--- src/rtl/core/smpc_pkg.sv ---
package smpc_pkg;

  localparam int TIME_W    = 32;
  localparam int SAMPLE_W  = 10;
  localparam int PCT_W     = 15;
  localparam int CFG_W     = 32;
  localparam int CFG_IDX_W = 3;
  localparam int DIFF_W    = SAMPLE_W + 1;
  localparam int PROD_W    = SAMPLE_W + PCT_W;
  localparam int DIV_CNT_W = 4;

  localparam logic [PCT_W-1:0]     FULL_SCALE      = PCT_W'(25600);
  localparam logic [TIME_W-1:0]    MIN_PUMP_OFF_MS = TIME_W'(9000);
  localparam logic [DIV_CNT_W-1:0] DIV_LAST        = DIV_CNT_W'(PCT_W - 1);

  localparam logic [TIME_W-1:0]   RST_SETTLING = TIME_W'(15000);
  localparam logic [TIME_W-1:0]   RST_CHECK    = TIME_W'(3600000);
  localparam logic [TIME_W-1:0]   RST_BURST    = TIME_W'(3000);
  localparam logic [TIME_W-1:0]   RST_COOLDOWN = TIME_W'(3600000);
  localparam logic [PCT_W-1:0]    RST_DRY      = PCT_W'(7680);
  localparam logic [PCT_W-1:0]    RST_WET      = PCT_W'(17920);
  localparam logic [SAMPLE_W-1:0] RST_AIR      = SAMPLE_W'(550);
  localparam logic [SAMPLE_W-1:0] RST_WATER    = SAMPLE_W'(275);

  typedef enum logic [CFG_IDX_W-1:0] {
    CFG_SETTLING = 3'd0,
    CFG_CHECK    = 3'd1,
    CFG_BURST    = 3'd2,
    CFG_COOLDOWN = 3'd3,
    CFG_DRY      = 3'd4,
    CFG_WET      = 3'd5,
    CFG_AIR      = 3'd6,
    CFG_WATER    = 3'd7
  } cfg_idx_t;

  typedef enum logic [1:0] {
    EV_NONE       = 2'd0,
    EV_START      = 2'd1,
    EV_STOP_WET   = 2'd2,
    EV_STOP_BURST = 2'd3
  } pump_event_t;

  typedef struct packed {
    logic [TIME_W-1:0]   settling_delay_ms;
    logic [TIME_W-1:0]   check_interval_ms;
    logic [TIME_W-1:0]   burst_duration_ms;
    logic [TIME_W-1:0]   cooldown_ms;
    logic [PCT_W-1:0]    dry_threshold;
    logic [PCT_W-1:0]    wet_threshold;
    logic [SAMPLE_W-1:0] air_reading;
    logic [SAMPLE_W-1:0] water_reading;
  } cfg_t;

  typedef struct packed {
    logic idle;
    logic load;
    logic eval;
    logic mul;
    logic div_step;
    logic decide;
    logic emit;
  } cmd_t;

  typedef struct packed {
    logic sample;
    logic div_last;
  } sts_t;

  typedef struct packed {
    logic             pump_on;
    logic             sampled;
    logic [PCT_W-1:0] moisture_percent;
    pump_event_t      pump_event;
  } res_t;

endpackage

--- src/rtl/core/smpc_ctrl.sv ---
module smpc_ctrl import smpc_pkg::*; (
  input  logic clk,
  input  logic rst_n,
  input  logic in_valid,
  input  logic out_free,
  input  sts_t sts,
  output cmd_t cmd
);

  typedef enum logic [5:0] {
    ST_IDLE = 6'b000001,
    ST_EVAL = 6'b000010,
    ST_MUL  = 6'b000100,
    ST_DIV  = 6'b001000,
    ST_DEC  = 6'b010000,
    ST_FIN  = 6'b100000
  } state_t;

  state_t state_r, state_nxt;

  always_comb begin
    state_nxt = state_r;
    unique case (state_r)
      ST_IDLE: if (in_valid) state_nxt = ST_EVAL;
      ST_EVAL: state_nxt = sts.sample ? ST_MUL : ST_DEC;
      ST_MUL:  state_nxt = ST_DIV;
      ST_DIV:  if (sts.div_last) state_nxt = ST_DEC;
      ST_DEC:  state_nxt = ST_FIN;
      ST_FIN:  if (out_free) state_nxt = ST_IDLE;
      default: state_nxt = ST_IDLE;
    endcase
  end

  always_ff @(posedge clk) begin
    if (!rst_n) begin
      state_r <= ST_IDLE;
    end else begin
      state_r <= state_nxt;
    end
  end

  assign cmd.idle     = (state_r == ST_IDLE);
  assign cmd.load     = (state_r == ST_IDLE) && in_valid;
  assign cmd.eval     = (state_r == ST_EVAL);
  assign cmd.mul      = (state_r == ST_MUL);
  assign cmd.div_step = (state_r == ST_DIV);
  assign cmd.decide   = (state_r == ST_DEC);
  assign cmd.emit     = (state_r == ST_FIN) && out_free;

endmodule

--- src/rtl/core/smpc_dp.sv ---
module smpc_dp import smpc_pkg::*; (
  input  logic                clk,
  input  logic                rst_n,
  input  cmd_t                cmd,
  input  cfg_t                cfg,
  input  logic [TIME_W-1:0]   in_current_time,
  input  logic [SAMPLE_W-1:0] in_moisture_raw,
  output sts_t                sts,
  output res_t                res
);

  function automatic logic [TIME_W-1:0] elapsed(input logic [TIME_W-1:0] now,
                                                input logic [TIME_W-1:0] then_t);
    elapsed = now - then_t;
  endfunction

  // Controller state.
  logic pump_running_r, pump_running_nxt;
  logic settling_r, settling_nxt;
  logic [TIME_W-1:0] last_check_r, last_check_nxt;
  logic [TIME_W-1:0] start_time_r, start_time_nxt;
  logic [TIME_W-1:0] stop_time_r, stop_time_nxt;
  logic [TIME_W-1:0] last_water_r, last_water_nxt;
  logic [PCT_W-1:0]  pct_r, pct_nxt;
  logic              sampled_r, sampled_nxt;
  pump_event_t       event_r, event_nxt;

  // Working registers.
  logic [TIME_W-1:0]    now_r;
  logic [SAMPLE_W-1:0]  raw_r;
  logic                 br_run_r, br_run_nxt;
  logic                 br_check_r, br_check_nxt;
  logic                 zero_r, full_r;
  logic [SAMPLE_W-1:0]  dabs_r;
  logic [SAMPLE_W-1:0]  rem_r, rem_nxt;
  logic [PCT_W-1:0]     q_r, q_nxt;
  logic [DIV_CNT_W-1:0] cnt_r, cnt_nxt;

  logic                settle_wait, check_due, go;
  logic [DIFF_W-1:0]   n_diff, d_diff;
  logic [SAMPLE_W-1:0] n_abs, d_abs;
  logic [PROD_W-1:0]   prod;
  logic [DIFF_W-1:0]   rem_sh;
  logic                rem_ge;
  logic [PCT_W-1:0]    mapped, new_pct;

  assign settle_wait = settling_r && (elapsed(now_r, stop_time_r) < cfg.settling_delay_ms);
  assign check_due   = elapsed(now_r, last_check_r) >= cfg.check_interval_ms;
  assign go          = !settle_wait;

  assign br_run_nxt   = go && pump_running_r;
  assign br_check_nxt = go && !pump_running_r && check_due;

  assign sts.sample   = br_run_nxt || br_check_nxt;
  assign sts.div_last = (cnt_r == DIV_LAST);

  // Percent mapping: magnitudes are divided, the sign and range cases are flagged.
  assign n_diff = {1'b0, raw_r} - {1'b0, cfg.air_reading};
  assign d_diff = {1'b0, cfg.water_reading} - {1'b0, cfg.air_reading};
  assign n_abs  = n_diff[DIFF_W-1] ? SAMPLE_W'(-n_diff) : n_diff[SAMPLE_W-1:0];
  assign d_abs  = d_diff[DIFF_W-1] ? SAMPLE_W'(-d_diff) : d_diff[SAMPLE_W-1:0];
  assign prod   = PROD_W'(n_abs) * PROD_W'(FULL_SCALE);

  assign rem_sh  = {rem_r, q_r[PCT_W-1]};
  assign rem_ge  = rem_sh >= {1'b0, dabs_r};
  assign rem_nxt = cmd.mul ? prod[PROD_W-1:PCT_W] :
                   (rem_ge ? SAMPLE_W'(rem_sh - {1'b0, dabs_r}) : rem_sh[SAMPLE_W-1:0]);
  assign q_nxt   = cmd.mul ? prod[PCT_W-1:0] : {q_r[PCT_W-2:0], rem_ge};
  assign cnt_nxt = cmd.mul ? '0 : cnt_r + DIV_CNT_W'(1);

  assign mapped  = zero_r ? '0 : (full_r ? FULL_SCALE : q_r);
  assign new_pct = (br_run_r || br_check_r) ? mapped : pct_r;

  always_comb begin
    pump_running_nxt = pump_running_r;
    settling_nxt     = settling_r;
    last_check_nxt   = last_check_r;
    start_time_nxt   = start_time_r;
    stop_time_nxt    = stop_time_r;
    last_water_nxt   = last_water_r;
    pct_nxt          = pct_r;
    sampled_nxt      = sampled_r;
    event_nxt        = event_r;
    if (cmd.eval && settling_r && go) begin
      settling_nxt = 1'b0;
    end
    if (cmd.decide) begin
      pct_nxt     = new_pct;
      sampled_nxt = br_run_r || br_check_r;
      event_nxt   = EV_NONE;
      if (br_run_r) begin
        if (new_pct >= cfg.wet_threshold) begin
          event_nxt = EV_STOP_WET;
        end else if (elapsed(now_r, start_time_r) >= cfg.burst_duration_ms) begin
          event_nxt = EV_STOP_BURST;
        end
        if (event_nxt != EV_NONE) begin
          pump_running_nxt = 1'b0;
          settling_nxt     = 1'b1;
          stop_time_nxt    = now_r;
          last_water_nxt   = now_r;
        end
      end else if (br_check_r) begin
        last_check_nxt = now_r;
        if (new_pct <= cfg.dry_threshold &&
            elapsed(now_r, last_water_r) >= cfg.cooldown_ms &&
            elapsed(now_r, stop_time_r) >= MIN_PUMP_OFF_MS) begin
          pump_running_nxt = 1'b1;
          start_time_nxt   = now_r;
          event_nxt        = EV_START;
        end
      end
    end
  end

  always_ff @(posedge clk) begin
    if (!rst_n) begin
      pump_running_r <= 1'b0;
      settling_r     <= 1'b0;
      last_check_r   <= '0;
      start_time_r   <= '0;
      stop_time_r    <= '0;
      last_water_r   <= '0;
      pct_r          <= '0;
      sampled_r      <= 1'b0;
      event_r        <= EV_NONE;
    end else begin
      pump_running_r <= pump_running_nxt;
      settling_r     <= settling_nxt;
      last_check_r   <= last_check_nxt;
      start_time_r   <= start_time_nxt;
      stop_time_r    <= stop_time_nxt;
      last_water_r   <= last_water_nxt;
      pct_r          <= pct_nxt;
      sampled_r      <= sampled_nxt;
      event_r        <= event_nxt;
    end
  end

  always_ff @(posedge clk) begin
    if (cmd.load) begin
      now_r <= in_current_time;
      raw_r <= in_moisture_raw;
    end
    if (cmd.eval) begin
      br_run_r   <= br_run_nxt;
      br_check_r <= br_check_nxt;
    end
    if (cmd.mul) begin
      zero_r <= (d_diff == '0) || (n_diff == '0) || (n_diff[DIFF_W-1] != d_diff[DIFF_W-1]);
      full_r <= n_abs >= d_abs;
      dabs_r <= d_abs;
    end
    if (cmd.mul || cmd.div_step) begin
      rem_r <= rem_nxt;
      q_r   <= q_nxt;
      cnt_r <= cnt_nxt;
    end
  end

  assign res.pump_on          = pump_running_r;
  assign res.sampled          = sampled_r;
  assign res.moisture_percent = pct_r;
  assign res.pump_event       = event_r;

endmodule

--- src/rtl/core/soil_moisture_pump_controller_top.sv ---
// Soil moisture pump controller. Each input word is one tick: a millisecond
// timestamp and a raw moisture sample; each tick yields exactly one output word
// with the pump level, whether moisture was sampled, the last moisture percent
// in Q7.8 and the pump event. A tick that samples moisture passes through the
// 15-step restoring divider that maps raw readings to percent; a tick without
// a sample skips it. One tick is processed at a time, and the next tick is
// accepted while the previous output word is still held in the output register.
// Configuration registers are written through cfg_we, cfg_index and cfg_data;
// the user must do so while no tick is in flight, as the block does not enforce it.
module soil_moisture_pump_controller_top import smpc_pkg::*; (
  input  logic                 clk,
  input  logic                 rst_n,
  input  logic                 in_valid,
  output logic                 in_stall,
  input  logic [TIME_W-1:0]    in_current_time,
  input  logic [SAMPLE_W-1:0]  in_moisture_raw,
  output logic                 out_valid,
  input  logic                 out_stall,
  output logic                 out_pump_on,
  output logic                 out_sampled,
  output logic [PCT_W-1:0]     out_moisture_percent,
  output logic [1:0]           out_pump_event,
  input  logic                 cfg_we,
  input  logic [CFG_IDX_W-1:0] cfg_index,
  input  logic [CFG_W-1:0]     cfg_data
);

  cfg_t cfg_r, cfg_nxt;
  cmd_t cmd;
  sts_t sts;
  res_t res;
  res_t out_r;
  logic out_valid_r, out_valid_nxt;
  logic out_free;

  always_comb begin
    cfg_nxt = cfg_r;
    if (cfg_we) begin
      unique case (cfg_idx_t'(cfg_index))
        CFG_SETTLING: cfg_nxt.settling_delay_ms = cfg_data[TIME_W-1:0];
        CFG_CHECK:    cfg_nxt.check_interval_ms = cfg_data[TIME_W-1:0];
        CFG_BURST:    cfg_nxt.burst_duration_ms = cfg_data[TIME_W-1:0];
        CFG_COOLDOWN: cfg_nxt.cooldown_ms       = cfg_data[TIME_W-1:0];
        CFG_DRY:      cfg_nxt.dry_threshold     = cfg_data[PCT_W-1:0];
        CFG_WET:      cfg_nxt.wet_threshold     = cfg_data[PCT_W-1:0];
        CFG_AIR:      cfg_nxt.air_reading       = cfg_data[SAMPLE_W-1:0];
        CFG_WATER:    cfg_nxt.water_reading     = cfg_data[SAMPLE_W-1:0];
        default:      cfg_nxt = cfg_r;
      endcase
    end
  end

  always_ff @(posedge clk) begin
    if (!rst_n) begin
      cfg_r.settling_delay_ms <= RST_SETTLING;
      cfg_r.check_interval_ms <= RST_CHECK;
      cfg_r.burst_duration_ms <= RST_BURST;
      cfg_r.cooldown_ms       <= RST_COOLDOWN;
      cfg_r.dry_threshold     <= RST_DRY;
      cfg_r.wet_threshold     <= RST_WET;
      cfg_r.air_reading       <= RST_AIR;
      cfg_r.water_reading     <= RST_WATER;
    end else begin
      cfg_r <= cfg_nxt;
    end
  end

  assign out_free      = !out_valid_r || !out_stall;
  assign out_valid_nxt = cmd.emit || (out_valid_r && out_stall);

  smpc_ctrl u_ctrl (
    .clk      (clk),
    .rst_n    (rst_n),
    .in_valid (in_valid),
    .out_free (out_free),
    .sts      (sts),
    .cmd      (cmd)
  );

  smpc_dp u_dp (
    .clk             (clk),
    .rst_n           (rst_n),
    .cmd             (cmd),
    .cfg             (cfg_r),
    .in_current_time (in_current_time),
    .in_moisture_raw (in_moisture_raw),
    .sts             (sts),
    .res             (res)
  );

  always_ff @(posedge clk) begin
    if (!rst_n) begin
      out_valid_r <= 1'b0;
    end else begin
      out_valid_r <= out_valid_nxt;
    end
  end

  always_ff @(posedge clk) begin
    if (cmd.emit) begin
      out_r <= res;
    end
  end

  assign in_stall             = !cmd.idle;
  assign out_valid            = out_valid_r;
  assign out_pump_on          = out_r.pump_on;
  assign out_sampled          = out_r.sampled;
  assign out_moisture_percent = out_r.moisture_percent;
  assign out_pump_event       = out_r.pump_event;

  a_start_runs: assert property (@(posedge clk) disable iff (!rst_n)
    out_valid && out_pump_event == EV_START |-> out_pump_on)
    else $error("Pump start reported with pump off.");

  a_stop_halts: assert property (@(posedge clk) disable iff (!rst_n)
    out_valid && (out_pump_event == EV_STOP_WET || out_pump_event == EV_STOP_BURST)
    |-> !out_pump_on)
    else $error("Pump stop reported with pump on.");

  a_event_sampled: assert property (@(posedge clk) disable iff (!rst_n)
    out_valid && out_pump_event != EV_NONE |-> out_sampled)
    else $error("Pump event reported without a moisture sample.");

  a_pct_range: assert property (@(posedge clk) disable iff (!rst_n)
    out_valid |-> out_moisture_percent <= FULL_SCALE)
    else $error("Moisture percent above full scale.");

endmodule

--- config.mk ---
export PLATFORM = sky130hd
export DESIGN_NAME = soil_moisture_pump_controller_top
export DESIGN_NICKNAME = d
export VERILOG_FILES = /design/src/rtl/core/smpc_pkg.sv /design/src/rtl/core/smpc_ctrl.sv /design/src/rtl/core/smpc_dp.sv /design/src/rtl/core/soil_moisture_pump_controller_top.sv
export SDC_FILE = /design/constraint.sdc
export NUM_CORES = 1
export LEC_CHECK = 0
export BUFFER_PORTS_ARGS = -buffer_cell sky130_fd_sc_hd__buf_2
export CAP_MARGIN = 40
export CORE_MARGIN = 2
export CORE_UTILIZATION = 53
export DETAILED_ROUTE_END_ITERATION = 6
export GPL_TIMING_DRIVEN = 0
export PLACE_DENSITY_LB_ADDON = 0.1
export SETUP_SLACK_MARGIN = 0.3
export SYNTH_ARGS = -nofsm -noshare
export SYNTH_HDL_FRONTEND = slang
export SYNTH_HIERARCHICAL = 1
export SYNTH_SLANG_ARGS = --single-unit
--- constraint.sdc ---
create_clock -name clk -period 6.1 [get_ports clk]
set_clock_uncertainty 0.05 [all_clocks]
set_input_delay 0.61 -clock clk [delete_from_list [all_inputs] [get_ports clk]]
set_output_delay 0.61 -clock clk [all_outputs]
set_load 0.02 [all_outputs]
==> results of run 1 <==
worst paths after layout:
path	from	to	slack, ns	depth (start not counted)
min reg2reg	u_dp/event_r[1]	out_pump_event[1]	0.39	0
min	in_current_time[18]	u_dp/now_r[18]	0.11	1
max	u_dp/now_r[5]	u_dp/last_water_r[1]	0.43	23
max reg2reg	u_dp/now_r[5]	u_dp/last_water_r[1]	0.43	23
what timing repair did:
item	4_1_cts	5_1_grt
hold endpoints to repair	0	0
buffers inserted	32	35
pin swaps	9	36
gates resized for setup	63	89
setup endpoints to repair	77	75
kinds of logic after synthesis:
group | Yosys count | synth area share, %
muxes | 264 | 9.61
xor gates and xnor gates | 128 | 4.00
buffers and inverters | 470 | 6.81
adders and majority gates | 337 | 15.3
AOI/OAI and AO/OA | 645 | 15.7
DFF | 405 | 32.7
and+or+nand+nor | 894 | 15.8
power by group:
group          switching (uW)  leakage, uW  internal [uW]
Combinational            2420      0.00961           1940
Clock                    1220     0.000778           1690
Sequential               94.4      0.00336           2860
critical path: cells and delay by family (launching register included):
family          cells  cell delay, ns
compound gates     11            2.45
buf+inv             4            0.81
flops               1            0.46
xor+xnor            1            0.23
simple gates        4            0.66
mux                 1            0.23
fa+ha+maj           2            0.64
layout by cell type (no fill, tap or decap), types with 23 or more instances in the layout:
cell type,count
a21oi_2,23
nand4_1,29
buf_2,119
nor2_1,113
a21boi_0,42
o21ai_0,100
nand2_1,373
a21oi_1,123
o2111ai_1,35
o21a_1,30
clkbuf_16,49
ha_1,312
buf_4,75
o311ai_1,31
mux2i_1,225
inv_1,339
nor2b_1,138
a21o_1,109
nor3_1,25
dfxtp_1,301
xor2_1,40
nand2b_1,23
edfxtp_1,104
xnor2_1,77
mux2_2,37
and2_1,24
clkbuf_1,85
nand3_1,57
state kept, by name, summed over array words and instances (netlist names), 10 cells and up:
register / cells
u_dp/dabs_r: 10
out_moisture_percent: 15
cfg_r: 178
u_dp/rem_r: 10
u_dp/pct_r: 15
u_dp/raw_r: 10
u_dp/now_r: 32
u_dp/start_time_r: 32
u_dp/q_r: 15
u_dp/last_check_r: 32
u_dp/last_water_r: 32
per-layer routing:
layer	share of wire [%]	vias up	global-route usage [%]
met5	0	-	0
met4	4.0	0	11.2
met3	4.4	147	3.33
met2	50	578	52.8
met1	42	11012	35.7
li1	-	11476	-
through the flow:
step	instance area, sq um	setup TNS, ns	hold WS [ns]	power, uW	util, %
final	32200	0	0.110	10200	61.3
after global routing	32200	0	0.0923	10900	61.3
after CTS	31500	0	0.0844	9850	60.1
after detailed placement	29400	-70.28	0.382	6640	56.1
after global placement	29400	-74.21	0.377	6520	56.0
after floorplan	28000	0	0.351	5690	-
area by class of cell:
cell class              instances  area (sq um)  share of cell area, %
plain buffers                 129           733                   2.28
clock buffers                  60          1330                   4.14
clock inverters                26           282                  0.875
inverters                     341          1280                   3.98
multi-input cells            2268         17500                   54.3
flip-flops and latches        405          9150                   28.4
well taps                     688           861                   2.68
repair buffers                175          1070                   3.33
==> results.toml, run 1 <==
[outcome]
outcome = "finished, final reports clean"

[sta]
worstMarginPinSlew_ns = 0.976
setup_viol = 0
hold_viol = 0
rsz0062_at_grt = "true"
layout_setup_ws_ns = 0.432
slew_headroom_pct = 34.9
period_needed_ns = 5.67
timing.fmax_ghz = 0.176
slew_viol_final = 0
post-route-period-util_pct = 92.9

[detailed_routing]
postRouteAntennaNets = 0
drt_iter0_drc = 1270
vias = 23213
wire_per_inst_microns = 19.8
remaining_drc_errors = 0
dr.pass1.iters = 6
via_per_inst = 5.67
finalWirelength_microns = 80900

[place]
dp_hpwl_microns = 63200
pre_cts_slack_ns = -1.27
port_buffers = 102
dp_cells = 3939
place_congestion = 0.904

[die]
rows = 84
start_util_pct = 53.4
core-area_sq_mm = 0.0524
die_area_sq_mm = 0.0547
die_y_microns = 234
io_pins = 103
die_width_microns = 234

[critical_path]
critPathMaxStageDelay_ns = 0.46
path_class = "flop to flop"
crit_required_ns = 6.52
cp_cell_sequence = "buf_4 -> ha_1 -> nand3_1 -> nor2_1 -> o31ai_4 -> a2111oi_2 -> buf_2 -> o21ai_0 -> and3_1 -> o31ai_4 -> xor2_2 -> ha_1 -> a21o_1 -> a21o_1 -> a21o_1 -> a21o_1 -> a21oi_1 -> o221ai_2 -> o211ai_1 -> buf_6 -> buf_4 -> mux2i_2 -> nor2b_1"
cpMostUsedCell = "a21o_1"
crit_slowest_cell = "edfxtp_1"
arrival_ns = 6.09
endpoint_kind = "flop"
crit_fanout = 6
startpoint_type = "flop"

[synthesis]
ys_async_sr_fraction_pct = 0
synth_top_cell_area_share_pct = 21.5
synth_area_per_cell_sq_um = 8.91
yosysMostFrequentCell = "nand2_1"
synth_area_sq_mm = 0.0280
synth_cells = 3143
synth_enable_flop_cells = 104
synth_area_leaders = "dfxtp_1 (22%), ha_1 (15%), edfxtp_1 (11%)"
ys.flop_type = "dfxtp_1"
synth_common_cells = "nand2_1 (375), inv_1 (341), ha_1 (325)"
ys_seq_elements = 405
yosysWarnings = 6
synth.distinct_cells = 96
syn_nets = 3561
synth_area_leader_cell = "dfxtp_1"
seq_area_frac_synth_pct = 32.7

[global_routing]
grt_pass1_wl_microns = 124000
grt_pass1_vias = 23092
grt_util_all_layers_pct = 29.3
grt_antenna_before_repair = 1
grt_max_degree = 33
grt_overflow = 0

[final_layout]
fill_cells = 4578
fin_nets = 3785
layoutNonFillerInstCount = 4092
diodes = 0
drive_gt1_share_pct = 13.3
area_growth_syn_to_layout_pct = 14.9

[cts]
cts_buffer_depth = 3
cts_tree = "yes"
cts_buffers = 47
cts.htree.levels = 2
clock_latency_ns = 0.62
cts_root_buf = "clkbuf_16"
cts.sinks = 405
cts_hold_buf = 0
clk_pin_slew_ns = 0.06

[power_and_ir_drop]
p_leak_uw = 0.0137
cellPowerDensity_mw_per_mm2 = 318
irDropWorstVdd_uv = 262

[min_path]
hold_class = "primary input to flop"

[flow_run]
cap_violations = 0
No activity file was read; power rests on OpenSTA's default activity.
==> inputs of run 2 (changes only) <==
--- a/config.mk
+++ b/config.mk
@@ -12,6 +12,7 @@
 export DETAILED_ROUTE_END_ITERATION = 6
 export GPL_TIMING_DRIVEN = 0
 export PLACE_DENSITY_LB_ADDON = 0.1
+export RECOVER_POWER = 100
 export SETUP_SLACK_MARGIN = 0.3
 export SYNTH_ARGS = -nofsm -noshare
 export SYNTH_HDL_FRONTEND = slang
==> run 2 against run 1 <==
The run now ends with max-capacitance violations, max-slew violations left. Global-route usage is the same. Critical path depth grew 2. Largest cell class unchanged. Clock power is essentially flat. Fmax shrank 2.2%. Sequential share of layout area grew 0.11 points. Final area shrank 0.40%. Via count is essentially flat. Critical path type unchanged. Highest routed layer unchanged. Routed wire length grew 0.29%. Total power shrank 0.62%.
==> results.toml, run 2 (synthesized netlist as in run 1, its figures left out) <==
[outcome]
outcome = "finished, violations left"
violations = "max-capacitance violations, max-slew violations"

[detailed_routing]
remaining_drc_errors = 0
vias = 23223
via_per_inst = 5.68
postRouteAntennaNets = 0
finalWirelength_microns = 81100
dr.pass1.iters = 5
drt_iter0_drc = 1243
wire_per_inst_microns = 19.8

[die]
die_y_microns = 234
die_area_sq_mm = 0.0547
rows = 84
die_width_microns = 234
io_pins = 103
core-area_sq_mm = 0.0524
start_util_pct = 53.4

[cts]
clock_latency_ns = 0.63
cts_root_buf = "clkbuf_16"
clk_pin_slew_ns = 0.06
cts_hold_buf = 0
cts_buffer_depth = 3
cts.htree.levels = 2
cts.sinks = 405
cts_tree = "yes"
cts_buffers = 47

[sta]
period_needed_ns = 5.80
slew_viol_final = 63
rsz0062_at_grt = "true"
setup_viol = 0
worstMarginPinSlew_ns = 2.25
hold_viol = 0
post-route-period-util_pct = 95.1
timing.fmax_ghz = 0.172
slew_headroom_pct = -50.2

[power_and_ir_drop]
finalPower_uw = 10200
p_leak_uw = 0.0136
irDropWorstVdd_uv = 262
cellPowerDensity_mw_per_mm2 = 317

[min_path]
hold_class = "primary input to flop"

[critical_path]
critPathMaxStageDelay_ns = 0.41
path_class = "flop to flop"
crit_required_ns = 6.59
cp_num_buf_inv = 7
cp_top_family = "compound AO/OA/AOI/OAI gates"
rrSetupSlack_ns = 0.30
arrival_ns = 6.28
crit_slowest_cell = "o311a_4"
startpoint_type = "flop"
endpoint_kind = "flop"
crit_fanout = 11

[final_layout]
seq_area_sq_mm = 0.00915
fin_nets = 3785
largest_register = "cfg_r"
largest_register_ffs = 178
multi_input_area_sq_mm = 0.0174
diodes = 0
area_growth_syn_to_layout_pct = 14.4
final_cell_area_sq_mm = 0.0320
mostFrequentLayoutCells = "nand2_1 (373), inv_1 (339), ha_1 (313), dfxtp_1 (301), mux2i_1 (226)"
utilization_pct = 61.1
fill_cells = 4612
drive_gt1_share_pct = 12.1
final_common_cell = "nand2_1"

[global_routing]
grt_pass1_wl_microns = 124000
grt_antenna_before_repair = 1
grt_util_all_layers_pct = 29.3
grt_pass1_vias = 23092
grt_overflow = 0
grt_max_degree = 33

[flow_run]
cap_violations = 2

[place]
port_buffers = 102
place_area_sq_mm = 0.0294
dp_hpwl_microns = 63200
place_congestion = 0.904
-- run 2: cell types whose count changed in the layout (fill, tap and decap cells not counted), moves of 2 or more --
cell	delta
and2_1	-13
o311ai_1	-13
buf_2	-26
o311ai_0	+13
clkbuf_4	+2
clkbuf_1	+30
a21oi_2	-3
and2_0	+14
a21oi_1	+3
buf_4	-5
-- run 2: cell type report --
| type | count | area share, % |
|---|---|---|
| clock buffers | 60 | 4.16 |
| plain buffers | 129 | 2.28 |
| multi-input cells | 2268 | 54.3 |
| inverters | 341 | 4.00 |
| clock inverters | 26 | 0.879 |
| flip-flops and latches | 405 | 28.6 |
| repair buffers | 175 | 3.17 |
| well taps | 688 | 2.69 |
-- run 2: metal layers --
layer | vias to the layer above | global-route usage (%) | wire length (microns)
met2 | 564 | 52.8 | 40100
met5 | - | 0 | 0
met3 | 156 | 3.33 | 3510
met4 | 0 | 11.2 | 3150
li1 | 11473 | - | -
met1 | 11030 | 35.7 | 34300
-- run 2: what timing repair did --
item,4_1_cts,5_1_grt
pin swaps,9,36
endpoints found under the setup margin,77,75
gates cloned,0,0
setup buffers,32,35
resized for setup,63,89
-- run 2: metrics by stage --
stage,hold slack [ns],worst slack [ns],TNS (ns),std cells
floorplan,0.351,0.335,0,3143
global placement,0.377,-1.47,-74.21,3933
detailed placement,0.382,-1.27,-70.28,3939
finish,0.108,0.302,0,4092
global route,0.0923,0.0923,0,4092
CTS,0.0844,0.301,0,4057
-- run 2: power breakdown --
group          internal (uW)  switching, uW  leakage [uW]
Clock                   1690           1230      0.000778
Combinational           1900           2400       0.00950
Sequential              2860           93.6       0.00336
-- run 2: worst paths after layout --
| kind | cells after the start | start | end |
|---|---|---|---|
| worst max register to register | 25 | u_dp/now_r[1] | u_dp/pump_running_r |
| worst min register to register | 0 | u_dp/event_r[1] | out_pump_event[1] |
| worst max-delay path | 25 | u_dp/now_r[1] | u_dp/pump_running_r |
| worst min-delay path | 1 | in_current_time[18] | u_dp/now_r[18] |
-- run 2: worst reg2reg max path: stages (launching register included) --
cell	delay (ns)
edfxtp_1	0.38
clkbuf_1	0.14
ha_1	0.27
nor2b_1	0.14
o2111ai_1	0.38
a31o_1	0.31
a21oi_1	0.19
o211a_4	0.32
or3_1	0.37
o311a_4	0.41
buf_4	0.20
clkbuf_8	0.20
ha_1	0.32
nand4_1	0.11
nor2_1	0.18
nand3_1	0.15
or2_4	0.28
o21ai_2	0.13
nor3_2	0.07
a21oi_2	0.14
buf_6	0.16
buf_12	0.16
buf_12	0.16
o31ai_1	0.12
clkbuf_2	0.22
a21boi_0	0.17
